[src/rtl/core/trophic_level_set_walk_unit_macros.svh]
// assertion macros for the trophic level walk
`ifndef TROPHIC_LEVEL_SET_WALK_UNIT_MACROS_SVH
`define TROPHIC_LEVEL_SET_WALK_UNIT_MACROS_SVH

// same-cycle implication, off during reset
`define TLSW_ASSERT_NOW(label, ante, cons) \
  label: assert property (@(posedge clk) disable iff (rst) (ante) |-> (cons)) \
    else $error("tlsw assertion failed");

// next-cycle implication, off during reset
`define TLSW_ASSERT_NEXT(label, ante, cons) \
  label: assert property (@(posedge clk) disable iff (rst) (ante) |=> (cons)) \
    else $error("tlsw assertion failed");

`endif

[src/rtl/core/tlsw_pkg.sv]
package tlsw_pkg;

  localparam int SPECIES_W = 4;
  localparam int LINK_W    = 16;
  localparam int LEVEL_W   = 33;
  localparam int CNT_W     = 5;
  localparam int RND_W     = 6;
  localparam logic [CNT_W-1:0] COUNT_RESET = 5'd16;
  localparam logic [CNT_W-1:0] COUNT_MIN   = 5'd2;

  typedef struct packed {
    logic [SPECIES_W-1:0] row_index;
    logic [LINK_W-1:0]    predator_links;
    logic                 last_row;
  } row_item_t;

  typedef struct packed {
    logic [SPECIES_W-1:0] species_index;
    logic [LEVEL_W-1:0]   level_set;
    logic                 no_chain;
    logic                 last_species;
  } level_item_t;

  typedef enum logic [1:0] {
    ST_IDLE,
    ST_INIT,
    ST_WALK,
    ST_EMIT
  } state_t;

  typedef struct packed {
    logic                 load_row;
    logic                 init;
    logic                 step;
    logic                 round_end;
    logic                 emit;
    logic [SPECIES_W-1:0] idx;
  } cmd_t;

  typedef struct packed {
    logic last_idx;
    logic more_rounds;
    logic out_free;
  } status_t;

endpackage

[src/rtl/core/tlsw_ctrl.sv]
module tlsw_ctrl
  import tlsw_pkg::*;
(
  input  logic    clk,
  input  logic    rst,
  input  logic    row_valid,
  input  logic    last_row,
  input  status_t status,
  output logic    row_stall,
  output cmd_t    cmd
);

  state_t               state;
  state_t               state_next;
  logic [SPECIES_W-1:0] idx;
  logic [SPECIES_W-1:0] idx_next;

  always_ff @(posedge clk) begin
    if (rst) begin
      state <= ST_IDLE;
      idx   <= '0;
    end else begin
      state <= state_next;
      idx   <= idx_next;
    end
  end

  // next state
  always_comb begin
    state_next = state;
    unique case (state)
      ST_IDLE: begin
        if (row_valid && last_row) state_next = ST_INIT;
      end
      ST_INIT: state_next = ST_WALK;
      ST_WALK: begin
        if (status.last_idx && !status.more_rounds) state_next = ST_EMIT;
      end
      ST_EMIT: begin
        if (status.out_free && status.last_idx) state_next = ST_IDLE;
      end
      default: state_next = ST_IDLE;
    endcase
  end

  // species counter
  always_comb begin
    idx_next = idx;
    unique case (state)
      ST_INIT: idx_next = '0;
      ST_WALK: idx_next = status.last_idx ? '0 : idx + SPECIES_W'(1);
      ST_EMIT: begin
        if (status.out_free) idx_next = status.last_idx ? '0 : idx + SPECIES_W'(1);
      end
      default: idx_next = idx;
    endcase
  end

  // outputs
  always_comb begin
    cmd       = '0;
    cmd.idx   = idx;
    row_stall = 1'b1;
    unique case (state)
      ST_IDLE: begin
        row_stall    = 1'b0;
        cmd.load_row = row_valid;
      end
      ST_INIT: cmd.init = 1'b1;
      ST_WALK: begin
        cmd.step      = 1'b1;
        cmd.round_end = status.last_idx;
      end
      ST_EMIT: cmd.emit = status.out_free;
      default: row_stall = 1'b1;
    endcase
  end

endmodule

[src/rtl/core/tlsw_datapath.sv]
module tlsw_datapath
  import tlsw_pkg::*;
#(
  parameter int SLOTS = 16
) (
  input  logic              clk,
  input  logic              rst,
  input  logic              cfg_we,
  input  logic [CNT_W-1:0]  cfg_data,
  input  row_item_t         row_item,
  input  cmd_t              cmd,
  input  logic              level_stall,
  output logic              level_valid,
  output level_item_t       level_item,
  output status_t           status
);

  localparam int IW = (SLOTS > 1) ? $clog2(SLOTS) : 1;

  logic [CNT_W-1:0]   species_count;
  logic [SLOTS-1:0]   rows [SLOTS];
  logic [LEVEL_W-1:0] masks [SLOTS];
  logic [RND_W-1:0]   round;
  logic               fired;

  logic [CNT_W-1:0]   n_use;
  logic [SLOTS-1:0]   use_mask;
  logic [SLOTS-1:0]   eaten;
  logic [IW-1:0]      cur_idx;
  logic [SLOTS-1:0]   preds;
  logic [LEVEL_W-1:0] cur_mask;
  logic [LEVEL_W-1:0] round_bit;
  logic [LEVEL_W-1:0] below;
  logic [LEVEL_W-1:0] next_bit;
  logic               active;
  logic               fire_this;
  logic               fire_any;
  logic [RND_W-1:0]   round_plus;
  logic [RND_W-1:0]   two_n;
  logic               row_in_range;

  // species in use, saturated to 2..SLOTS
  always_comb begin
    if (species_count < COUNT_MIN) n_use = COUNT_MIN;
    else if (species_count > CNT_W'(SLOTS)) n_use = CNT_W'(SLOTS);
    else n_use = species_count;
  end

  always_comb begin
    for (int j = 0; j < SLOTS; j++) use_mask[j] = (CNT_W'(j) < n_use);
  end

  // a species is eaten when another species in use has it as predator
  always_comb begin
    eaten = '0;
    for (int i = 0; i < SLOTS; i++) begin
      for (int r = 0; r < SLOTS; r++) begin
        if (r != i && use_mask[r] && rows[r][i]) eaten[i] = 1'b1;
      end
    end
  end

  assign cur_idx   = cmd.idx[IW-1:0];
  assign preds     = rows[cur_idx] & use_mask;
  assign cur_mask  = masks[cur_idx];
  assign round_bit = LEVEL_W'(1) << round;
  assign below     = round_bit - LEVEL_W'(1);
  assign next_bit  = round_bit << 1;
  assign active    = ((cur_mask & round_bit) != '0) && ((cur_mask & below) == '0);
  assign fire_this = active && (preds != '0);
  assign fire_any  = fired || fire_this;
  assign round_plus = round + RND_W'(1);
  assign two_n      = {n_use, 1'b0};
  assign row_in_range = CNT_W'(row_item.row_index) < CNT_W'(SLOTS);

  assign status.last_idx    = CNT_W'(cmd.idx) == (n_use - CNT_W'(1));
  assign status.more_rounds = fire_any && (round_plus < two_n);
  assign status.out_free    = !level_valid || !level_stall;

  always_ff @(posedge clk) begin
    if (rst) begin
      species_count <= COUNT_RESET;
    end else if (cfg_we) begin
      species_count <= cfg_data;
    end
  end

  always_ff @(posedge clk) begin
    if (cmd.load_row && row_in_range) begin
      rows[row_item.row_index[IW-1:0]] <= row_item.predator_links[SLOTS-1:0];
    end
  end

  always_ff @(posedge clk) begin
    if (cmd.init) begin
      for (int i = 0; i < SLOTS; i++) masks[i] <= eaten[i] ? '0 : LEVEL_W'(1);
    end else if (cmd.step && active) begin
      for (int j = 0; j < SLOTS; j++) begin
        if (preds[j]) masks[j] <= masks[j] | next_bit;
      end
    end
  end

  always_ff @(posedge clk) begin
    if (rst) begin
      round <= '0;
      fired <= 1'b0;
    end else if (cmd.init) begin
      round <= '0;
      fired <= 1'b0;
    end else if (cmd.step) begin
      if (cmd.round_end) begin
        round <= round_plus;
        fired <= 1'b0;
      end else begin
        fired <= fire_any;
      end
    end
  end

  // result register
  always_ff @(posedge clk) begin
    if (rst) begin
      level_valid <= 1'b0;
    end else if (cmd.emit) begin
      level_valid <= 1'b1;
    end else if (!level_stall) begin
      level_valid <= 1'b0;
    end
  end

  always_ff @(posedge clk) begin
    if (cmd.emit) begin
      level_item.species_index <= cmd.idx;
      level_item.level_set     <= cur_mask;
      level_item.no_chain      <= (cur_mask == '0);
      level_item.last_species  <= status.last_idx;
    end
  end

endmodule

[src/rtl/core/trophic_level_set_walk_unit.sv]
// rows load at one per cycle while the controller is idle; a non-final row causes no result
// after the final row: a setup state, then R walk rounds (R in 1..2n), one species a cycle
// then n results, one per cycle while level_stall stays low; rows are held off until then
// the walk loop over species in the shared datapath sets the burst length
// rst (sync, high): controller idle, species_count 16, no result pending; link rows undefined
`include "trophic_level_set_walk_unit_macros.svh"

module trophic_level_set_walk_unit
  import tlsw_pkg::*;
#(
  parameter int MAX_SPECIES = 16
) (
  input  logic              clk,
  input  logic              rst,
  // species_count register write
  input  logic              cfg_valid,
  output logic              cfg_ready,
  input  logic [CNT_W-1:0]  cfg_data,
  // link row requests
  input  logic              row_valid,
  output logic              row_stall,
  input  row_item_t         row_item,
  // per-species level results
  output logic              level_valid,
  input  logic              level_stall,
  output level_item_t       level_item
);

  // row storage never exceeds the row width
  localparam int SLOTS = (MAX_SPECIES < LINK_W) ? MAX_SPECIES : LINK_W;

  cmd_t    cmd;
  status_t status;

  // the register takes a write in any cycle
  assign cfg_ready = 1'b1;

  // sequencer: idle, setup, walk rounds, emit
  tlsw_ctrl u_ctrl (
    .clk       (clk),
    .rst       (rst),
    .row_valid (row_valid),
    .last_row  (row_item.last_row),
    .status    (status),
    .row_stall (row_stall),
    .cmd       (cmd)
  );

  // link rows, level masks, round state and result register
  tlsw_datapath #(
    .SLOTS (SLOTS)
  ) u_datapath (
    .clk         (clk),
    .rst         (rst),
    .cfg_we      (cfg_valid && cfg_ready),
    .cfg_data    (cfg_data),
    .row_item    (row_item),
    .cmd         (cmd),
    .level_stall (level_stall),
    .level_valid (level_valid),
    .level_item  (level_item),
    .status      (status)
  );

  // a final row always starts a walk, so rows are held off right after it
  `TLSW_ASSERT_NEXT(a_walk_after_last_row, row_valid && !row_stall && row_item.last_row, row_stall)
  // a stalled result stays valid and unchanged until taken
  `TLSW_ASSERT_NEXT(a_result_held, level_valid && level_stall, $stable({level_valid, level_item}))
  // results are only loaded while emitting, never while taking rows
  `TLSW_ASSERT_NEXT(a_no_result_when_idle, !row_stall && level_valid && !level_stall, !level_valid)

endmodule

[config.mk]
export PLATFORM = sky130hd
export DESIGN_NAME = trophic_level_set_walk_unit
export DESIGN_NICKNAME = d
export VERILOG_FILES = /design/src/rtl/core/tlsw_pkg.sv /design/src/rtl/core/tlsw_ctrl.sv /design/src/rtl/core/tlsw_datapath.sv /design/src/rtl/core/trophic_level_set_walk_unit.sv
export VERILOG_INCLUDE_DIRS = /design/src /design/src/rtl/core
export SDC_FILE = /design/constraint.sdc
export NUM_CORES = 1
export LEC_CHECK = 0
export ABC_AREA = 0
export BUFFER_PORTS_ARGS = -buffer_cell sky130_fd_sc_hd__buf_2
export CAP_MARGIN = 20
export CORE_MARGIN = 8
export CORE_UTILIZATION = 40
export DETAILED_ROUTE_END_ITERATION = 8
export SYNTH_ARGS = -nofsm -noshare
export SYNTH_HDL_FRONTEND = slang
export SYNTH_SLANG_ARGS = --single-unit
[constraint.sdc]
create_clock -name clk -period 5.85 [get_ports clk]
set_input_delay 0.2925 -clock clk [delete_from_list [all_inputs] [get_ports clk]]
set_output_delay 0.2925 -clock clk [all_outputs]
set_load 0.05 [all_outputs]
==> results of run 1 <==
## cells by family (layout without fill, tap and decap cells)
| kind of cell | count (synthesis) | in the layout | share of synthesized area, % |
|---|---|---|---|
| other | 1 | 2 | 0.009206 |
| AO/OA/AOI/OAI | 676 | 676 | 12.12 |
| adder cells (fa/ha/maj) | 19 | 19 | 0.5836 |
| AND/OR/NAND/NOR | 823 | 823 | 9.215 |
| multiplexers | 287 | 287 | 12.55 |
| flip-flops | 846 | 846 | 61.80 |
| buffers and inverters | 266 | 482 | 3.253 |
| XOR/XNOR | 22 | 22 | 0.4730 |
## cells in the mapped netlist (10+ instances only)
master	instances	area, um^2
a21oi_1	48	240.2
mux2_2	19	214.0
nand4_1	16	100.1
buf_4	13	97.59
edfxtp_1	823	24710
nor2_1	468	1757
a222oi_1	14	140.1
o21bai_1	16	120.1
nor4_1	18	112.6
xnor2_1	11	96.34
nor3b_1	10	75.07
nor3_1	16	80.08
o31ai_1	11	82.58
o21ai_0	60	300.3
nor2b_1	15	93.84
mux4_2	177	3986
nand3_1	60	300.3
buf_6	31	349.1
a221oi_1	43	376.6
mux2i_1	91	910.9
o21a_1	325	2440
a22oi_1	61	457.9
buf_1	32	120.1
xor2_1	11	96.34
buf_2	36	180.2
clkbuf_1	121	454.2
dfxtp_1	23	460.4
and3_1	20	125.1
nand2b_1	10	62.56
inv_1	31	116.4
ha_1	19	237.7
and2_1	14	87.58
a22o_1	10	87.58
nand2_1	127	476.7
## worst min path at each step
| stage | startpoint | endpoint | slack (ps) |
|---|---|---|---|
| global route | row_item[17] | u_datapath.rows[5][11] | 290 |
| floorplan | row_item[1] | u_datapath.rows[0][0] | 390 |
| finish | row_item[17] | u_datapath.rows[5][9] | 290 |
| detailed placement | u_ctrl.state[1] | u_ctrl.state[1] | 500 |
| global placement | u_ctrl.state[1] | u_ctrl.state[1] | 480 |
| CTS | row_item[17] | u_datapath.rows[5][11] | 240 |
## per-stage QoR
step	instance area [um^2]	setup TNS, ps	utilization [%]
after floorplan	40730	-51090	-
after global placement	43460	0	42.84
after detailed placement	43480	0	42.86
after CTS	46880	0	46.21
after global routing	46900	0	46.23
final	46910	0	46.24
## power breakdown
group          internal, mW  switching, mW
combinational          1.41           2.94
clock                  3.43           2.50
sequential             8.51          0.634
total                  13.3           6.07
## routing by layer
layer / share of wire (%) / up-vias / GRT usage [%] / wire [um]
li1: - / 11730 / - / -
met1: 40 / 14560 / 32.34 / 54550
met2: 46 / 1746 / 37.77 / 63520
met3: 10 / 343 / 5.058 / 13700
met4: 4.1 / 4 / 9.142 / 5673
met5: 0.020 / - / 0 / 27
## what timing repair did
item                                   in CTS  in global routing
hold buffers                               34                  0
endpoints found under the hold margin     271                  0
setup buffers                               0                  0
## flip-flops by register name (all words and copies together), names as in the netlist, named ones only
signal,flops
u_datapath.level_valid,1
u_datapath.rows,256
u_datapath.fired,1
u_ctrl.state,2
u_datapath.level_item,39
u_datapath.species_count,5
u_datapath.round,6
u_ctrl.idx,4
u_datapath.masks,528
## cell type report
type                       instances  area [um^2]  area share, %
timing repair buffer             279         2301          4.906
tap                             1368         1712          3.649
clock inverter                    58        655.6          1.398
clock buffer                     112         2399          5.114
multi-input combinational       1828        14520          30.96
sequential                       846        25190          53.70
inverter                          33        123.9         0.2641
antenna                            1        2.502       0.005335
## worst max-delay path: stages (launching register included)
cell      delay, ps
dfxtp_1         380
inv_1           110
ha_1            460
or2_0           520
a32oi_1         500
nand4_1         580
nor4_1          610
xnor2_1         120
a211oi_1        300
and4_1          250
nand4_1         110
buf_4           260
nor3_4          410
buf_4           420
o21a_1          180
==> impl_metrics.sql, run 1 <==
INSERT INTO impl_metrics (metric_group, metric, value, unit) VALUES
('run_status', 'run_status', 'finished, final reports clean', ''),
('power_and_ir_drop', 'vdd_drop_max', '0.0002842', 'V'),
('timing', 'fin_ws', '452.2', 'ps'),
('detailed_routing', 'drt_iter0_markers', '3708', ''),
('floorplan', 'core_area', '0.1014', 'mm^2'),
('timing', 'share_of_the_clock_period_used_by_the_worst_path', '92.27', '%'),
('power_and_ir_drop', 'total_power_per_unit_cell_area', '414.0', 'mW/mm^2'),
('logic_synthesis', 'synth_fp_nets', '2990', ''),
('worst_setup_path', 'endpoint', 'u_datapath.masks[6][14]', ''),
('timing', 'period_needed', '5398', 'ps'),
('worst_setup_path', 'worstPathArrival', '5930', 'ps'),
('power_and_ir_drop', 'totalPowerFinal', '19.42', 'mW'),
('timing', 'rsz0062_at_grt', 'false', ''),
('worst_setup_path', 'start_point_of_the_critical_path', 'u_datapath.round[0]', ''),
('logic_synthesis', 'seq_area_frac_synth', '61.80', '%'),
('worst_setup_path', 'worstSetupStartpointType', 'register', ''),
('logic_synthesis', 'synth_cell_type_count', '77', ''),
('final_layout', 'finalNonFillerCells', '4525', ''),
('detailed_routing', 'avgRoutedWirePerCell', '30.38', 'um'),
('timing', 'fmaxAchievable', '185.3', 'MHz'),
('timing', 'hold_violation_total_from_the_final_report', '0', ''),
('global_routing', 'grt_start_max_net_pins', '81', ''),
('clock_tree', 'clockRootBuffer', 'clkbuf_16', ''),
('floorplan', 'num_rows', '117', ''),
('logic_synthesis', 'post_synth_instance_area', '0.04073', 'mm^2'),
('logic_synthesis', 'synthesis.area_per_instance', '13.86', 'um^2'),
('place', 'placed_cell_count', '4319', ''),
('timing', 'slew_viol_final', '0', ''),
('place', 'gp_congestion', '0.9755', ''),
('detailed_routing', 'detail-route-antenna-nets', '0', ''),
('worst_hold_path', 'min-delay-path-class', 'in -> reg', ''),
('global_routing', 'globalRouteOverflowTotal', '0', ''),
('floorplan', 'die_y', '335.1', 'um'),
('detailed_routing', 'drt_pre_antenna_iters', '6', ''),
('run', 'number_of_max_cap_violations', '0', ''),
('worst_setup_path', 'crit_fanout', '24', ''),
('floorplan', 'die_width', '335.1', 'um'),
('final_layout', 'fillCellCount', '8834', ''),
('clock_tree', 'cts_buffer_depth', '3', ''),
('place', 'buffer_ports.inserted', '71', ''),
('final_layout', 'fraction_of_layout_instances_using_a_drive_strength_above_1', '20.31', '%'),
('timing', 'relSlewSlack', '20.89', '%'),
('worst_setup_path', 'worstPathRequired', '6380', 'ps'),
('detailed_routing', 'vias_per_cell', '6.271', ''),
('logic_synthesis', 'synth_flop_cell', 'edfxtp_1', ''),
('floorplan', 'floorplan.initialDensity', '40.15', '%'),
('global_routing', 'wire_length_of_the_first_global_routing_pass', '198500', 'um'),
('worst_setup_path', 'timing.setup.critical_path_class', 'reg -> reg', ''),
('logic_synthesis', 'ys.warnings.count', '0', ''),
('timing', 'worst-slew-pin-transition', '1187', 'ps'),
('worst_setup_path', 'worst_r2r_startpoint', 'u_datapath.round[0]', ''),
('place', 'hpwlAfterDp', '88670', 'um'),
('floorplan', 'fp.dieArea', '0.1123', 'mm^2'),
('clock_tree', 'cts_tree', 'yes', ''),
('clock_tree', 'clk_latency', '690', 'ps'),
('logic_synthesis', 'syn_inst', '2940', ''),
('worst_setup_path', 'endpoint_kind', 'register', ''),
('worst_setup_path', 'r2r_end', 'u_datapath.masks[6][14]', ''),
('logic_synthesis', 'synth_async_sr_flop_share', '0', '%'),
('worst_setup_path', 'worst-r2r-setup-slack', '450', 'ps'),
('worst_setup_path', 'reg2regPathDepth', '14', ''),
('clock_tree', 'cts.repair.resized', '0', ''),
('timing', 'timing.clock.skew', '65.20', 'ps'),
('global_routing', 'number_of_antenna_violations_at_the_first_check_in_global_routing', '4', ''),
('final_layout', 'most_frequent_standard_cell_in_the_layout_excluding_fill_and_tap_cells', 'edfxtp_1', ''),
('clock_tree', 'cts-buffers-inserted', '91', ''),
('power_and_ir_drop', 'cellLeakagePower', '15.57', 'nW'),
('detailed_routing', 'drt-total-wl', '137500', 'um'),
('clock_tree', 'h_tree_depth', '3', ''),
('timing', 'finalHoldWorstSlack', '289.0', 'ps'),
('global_routing', 'globalRouteTotalUtil', '23.88', '%');
Note: power is estimated with default switching activity, not from simulation.
==> run 2: changes to the inputs <==
Settings changed: RECOVER_POWER set to 100.
==> run 2 against run 1 <==
Compared with the run above: critical path depth fell by 1; first-iteration DRC count up 2.4%; cell area shrank 1.3%; largest power group unchanged; sequential power barely moved; die area unchanged; clock skew shrank 1.0 ps; core utilization is 0.62 points lower; largest cell class unchanged; hold slack improved by 39 ps; the flow now finishes with violations (capacitance limit, slew limit); critical path type unchanged; sequential share of layout area is 0.73 points higher; critical endpoint is now u_datapath.masks[1][18].
==> impl_metrics.sql, run 2 (synthesis results as in run 1) <==
INSERT INTO impl_metrics (metric_group, metric, value, unit) VALUES
('place', 'pre_cts_ws', '602.3', 'ps'),
('worst_hold_path', 'min-delay-path-class', 'in -> reg', ''),
('floorplan', 'fp.dieArea', '0.1123', 'mm^2'),
('timing', 'worst-slew-pin-transition', '3138', 'ps'),
('detailed_routing', 'avgRoutedWirePerCell', '30.41', 'um'),
('power_and_ir_drop', 'cellLeakagePower', '15.11', 'nW'),
('global_routing', 'globalRouteOverflowTotal', '0', ''),
('worst_setup_path', 'reg2regPathDepth', '13', ''),
('place', 'buffer_ports.inserted', '71', ''),
('timing', 'share_of_the_clock_period_used_by_the_worst_path', '97.01', '%'),
('final_layout', 'fraction_of_layout_instances_using_a_drive_strength_above_1', '16.16', '%'),
('floorplan', 'die_y', '335.1', 'um'),
('worst_setup_path', 'worstPathRequired', '6160', 'ps'),
('timing', 'setup_viol_count_final', '0', ''),
('floorplan', 'num_io_pins', '73', ''),
('final_layout', 'largest_register_ff_count', '528', ''),
('final_layout', 'max_flop_register', 'u_datapath.masks', ''),
('timing', 'period_needed', '5675', 'ps'),
('final_layout', 'commonest_cells_after_routing_fill_and_taps_aside', 'edfxtp_1 (823), nor2_1 (460), o21a_1 (325), mux4_2 (177), nand2_1 (127)', ''),
('place', 'hpwlAfterDp', '88670', 'um'),
('clock_tree', 'cts_buffer_depth', '3', ''),
('detailed_routing', 'vias_per_cell', '6.287', ''),
('run_status', 'run_status', 'finished with violations', ''),
('floorplan', 'core_area', '0.1014', 'mm^2'),
('worst_setup_path', 'endpoint_kind', 'register', ''),
('worst_setup_path', 'r2r_end', 'u_datapath.masks[1][18]', ''),
('clock_tree', 'cts_tree', 'yes', ''),
('worst_hold_path', 'launch_instance_of_the_worst_min_delay_path', 'row_item[17]', ''),
('timing', 'timing.clock.skew', '64.20', 'ps'),
('worst_setup_path', 'worstPathArrival', '5980', 'ps'),
('power_and_ir_drop', 'vdd_drop_max', '0.0002854', 'V'),
('timing', 'slew_viol_final', '470', ''),
('timing', 'rsz0062_at_grt', 'false', ''),
('worst_hold_path', 'worst_hold_path.num_cells', '3', ''),
('floorplan', 'floorplan.initialDensity', '40.15', '%'),
('clock_tree', 'cts.reportedPaths.clkPinSlew', '60', 'ps'),
('worst_setup_path', 'worstSetupStartpointType', 'register', ''),
('detailed_routing', 'detail-route-antenna-nets', '0', ''),
('clock_tree', 'cts_hold_repair.buffers', '34', ''),
('global_routing', 'number_of_antenna_violations_at_the_first_check_in_global_routing', '4', ''),
('clock_tree', 'clk_latency', '690', 'ps'),
('final_layout', 'most_frequent_standard_cell_in_the_layout_excluding_fill_and_tap_cells', 'edfxtp_1', ''),
('global_routing', 'wire_length_of_the_first_global_routing_pass', '198500', 'um'),
('worst_hold_path', 'min_to', 'u_datapath.rows[5][9]', ''),
('timing', 'hold_violation_total_from_the_final_report', '0', ''),
('clock_tree', 'cts_setup_buffers', '0', ''),
('worst_setup_path', 'crit_fanout', '35', ''),
('power_and_ir_drop', 'total_power_per_unit_cell_area', '415.0', 'mW/mm^2'),
('global_routing', 'globalRouteTotalUtil', '23.88', '%'),
('detailed_routing', 'drt_iter0_markers', '3797', ''),
('timing', 'relSlewSlack', '-109.2', '%'),
('timing', 'fmaxAchievable', '176.2', 'MHz'),
('detailed_routing', 'drt_pre_antenna_iters', '6', ''),
('detailed_routing', 'detailroute.via_count', '28450', ''),
('floorplan', 'num_rows', '117', ''),
('worst_setup_path', 'worst-r2r-setup-slack', '170', 'ps'),
('global_routing', 'grt_start_max_net_pins', '81', ''),
('worst_setup_path', 'timing.setup.critical_path_class', 'reg -> reg', ''),
('floorplan', 'die_width', '335.1', 'um'),
('clock_tree', 'cts-buffers-inserted', '91', ''),
('place', 'gp_congestion', '0.9755', ''),
('run_status', 'violations', 'capacitance limit, slew limit', ''),
('final_layout', 'layout-area-overhead-vs-synth', '13.60', '%'),
('timing', 'finalHoldWorstSlack', '328.5', 'ps'),
('detailed_routing', 'drt-total-wl', '137600', 'um'),
('timing', 'setup_total_negative_slack', '0', 'ps'),
('detailed_routing', 'drc_errors', '0', ''),
('clock_tree', 'cts_num_sinks', '846', ''),
('clock_tree', 'cts.repair.resized', '0', ''),
('clock_tree', 'h_tree_depth', '3', ''),
('run', 'number_of_max_cap_violations', '20', ''),
('clock_tree', 'clockRootBuffer', 'clkbuf_16', ''),
('global_routing', 'first_global_vias', '27980', ''),
('timing', 'fin_ws', '174.9', 'ps'),
('final_layout', 'final_nets', '3129', '');
## run 2: changes by cell type in the layout (fill, tap and decap cells not counted), sizes merged
cell | previous run | this run
buf | 245 | 129
clkbuf | 112 | 228
## run 2: area by class of cell
type / instances / area [um^2]
Fill cell: 8968 / 55180
Timing Repair Buffer: 279 / 1931
Inverter: 33 / 123.9
Clock inverter: 58 / 655.6
Antenna cell: 1 / 2.502
Multi-Input combinational cell: 1828 / 14260
Sequential cell: 846 / 25190
Tap cell: 1368 / 1712
Clock buffer: 112 / 2399
## run 2: worst max path at each step
stage | startpoint | endpoint
after floorplan | u_datapath.round[1] | u_datapath.masks[4][10]
after global placement | u_datapath.round[0] | u_datapath.masks[1][14]
after detailed placement | u_datapath.round[0] | u_datapath.masks[6][30]
after CTS | u_datapath.round[0] | u_datapath.masks[6][14]
after global routing | register | u_datapath.masks[1][18]
final | register | u_datapath.masks[1][18]
## run 2: worst max-delay path, stage by stage (launching register included)
cell and delay, ps:
dfxtp_4 790, buf_12 360, clkbuf_1 740, mux4_2 620, nand2_1 190, o32ai_1 140
a2111oi_0 600, nand4_1 180, or4_1 510, and4_1 210, nand2_1 110, buf_12 200
o21bai_4 120, clkbuf_2 390
## run 2: per-stage QoR
stage	instance area, um^2	std cells	util (%)	total power, mW
after floorplan	40730	2940	-	11.39
after global placement	43460	4317	42.84	13.36
after detailed placement	43480	4319	42.86	13.52
after CTS	46880	4523	46.21	19.45
after global routing	46270	4524	45.61	19.85
final	46270	4525	45.61	19.21
## run 2: where the power goes
| group | switching, mW | leakage (nW) | internal [mW] |
|---|---|---|---|
| Sequential | 0.633 | 7.90 | 8.53 |
| Combinational | 2.89 | 5.75 | 1.22 |
| Clock | 2.50 | 1.46 | 3.43 |
## run 2: routing by layer
| metal | part of all wire (%) | up-vias | GRT usage, % |
|---|---|---|---|
| met1 | 40 | 14660 | 32.34 |
| met3 | 10 | 343 | 5.058 |
| li1 | - | 11720 | - |
| met4 | 4.2 | 4 | 9.142 |
| met2 | 46 | 1726 | 37.77 |
| met5 | 0.020 | - | 0 |
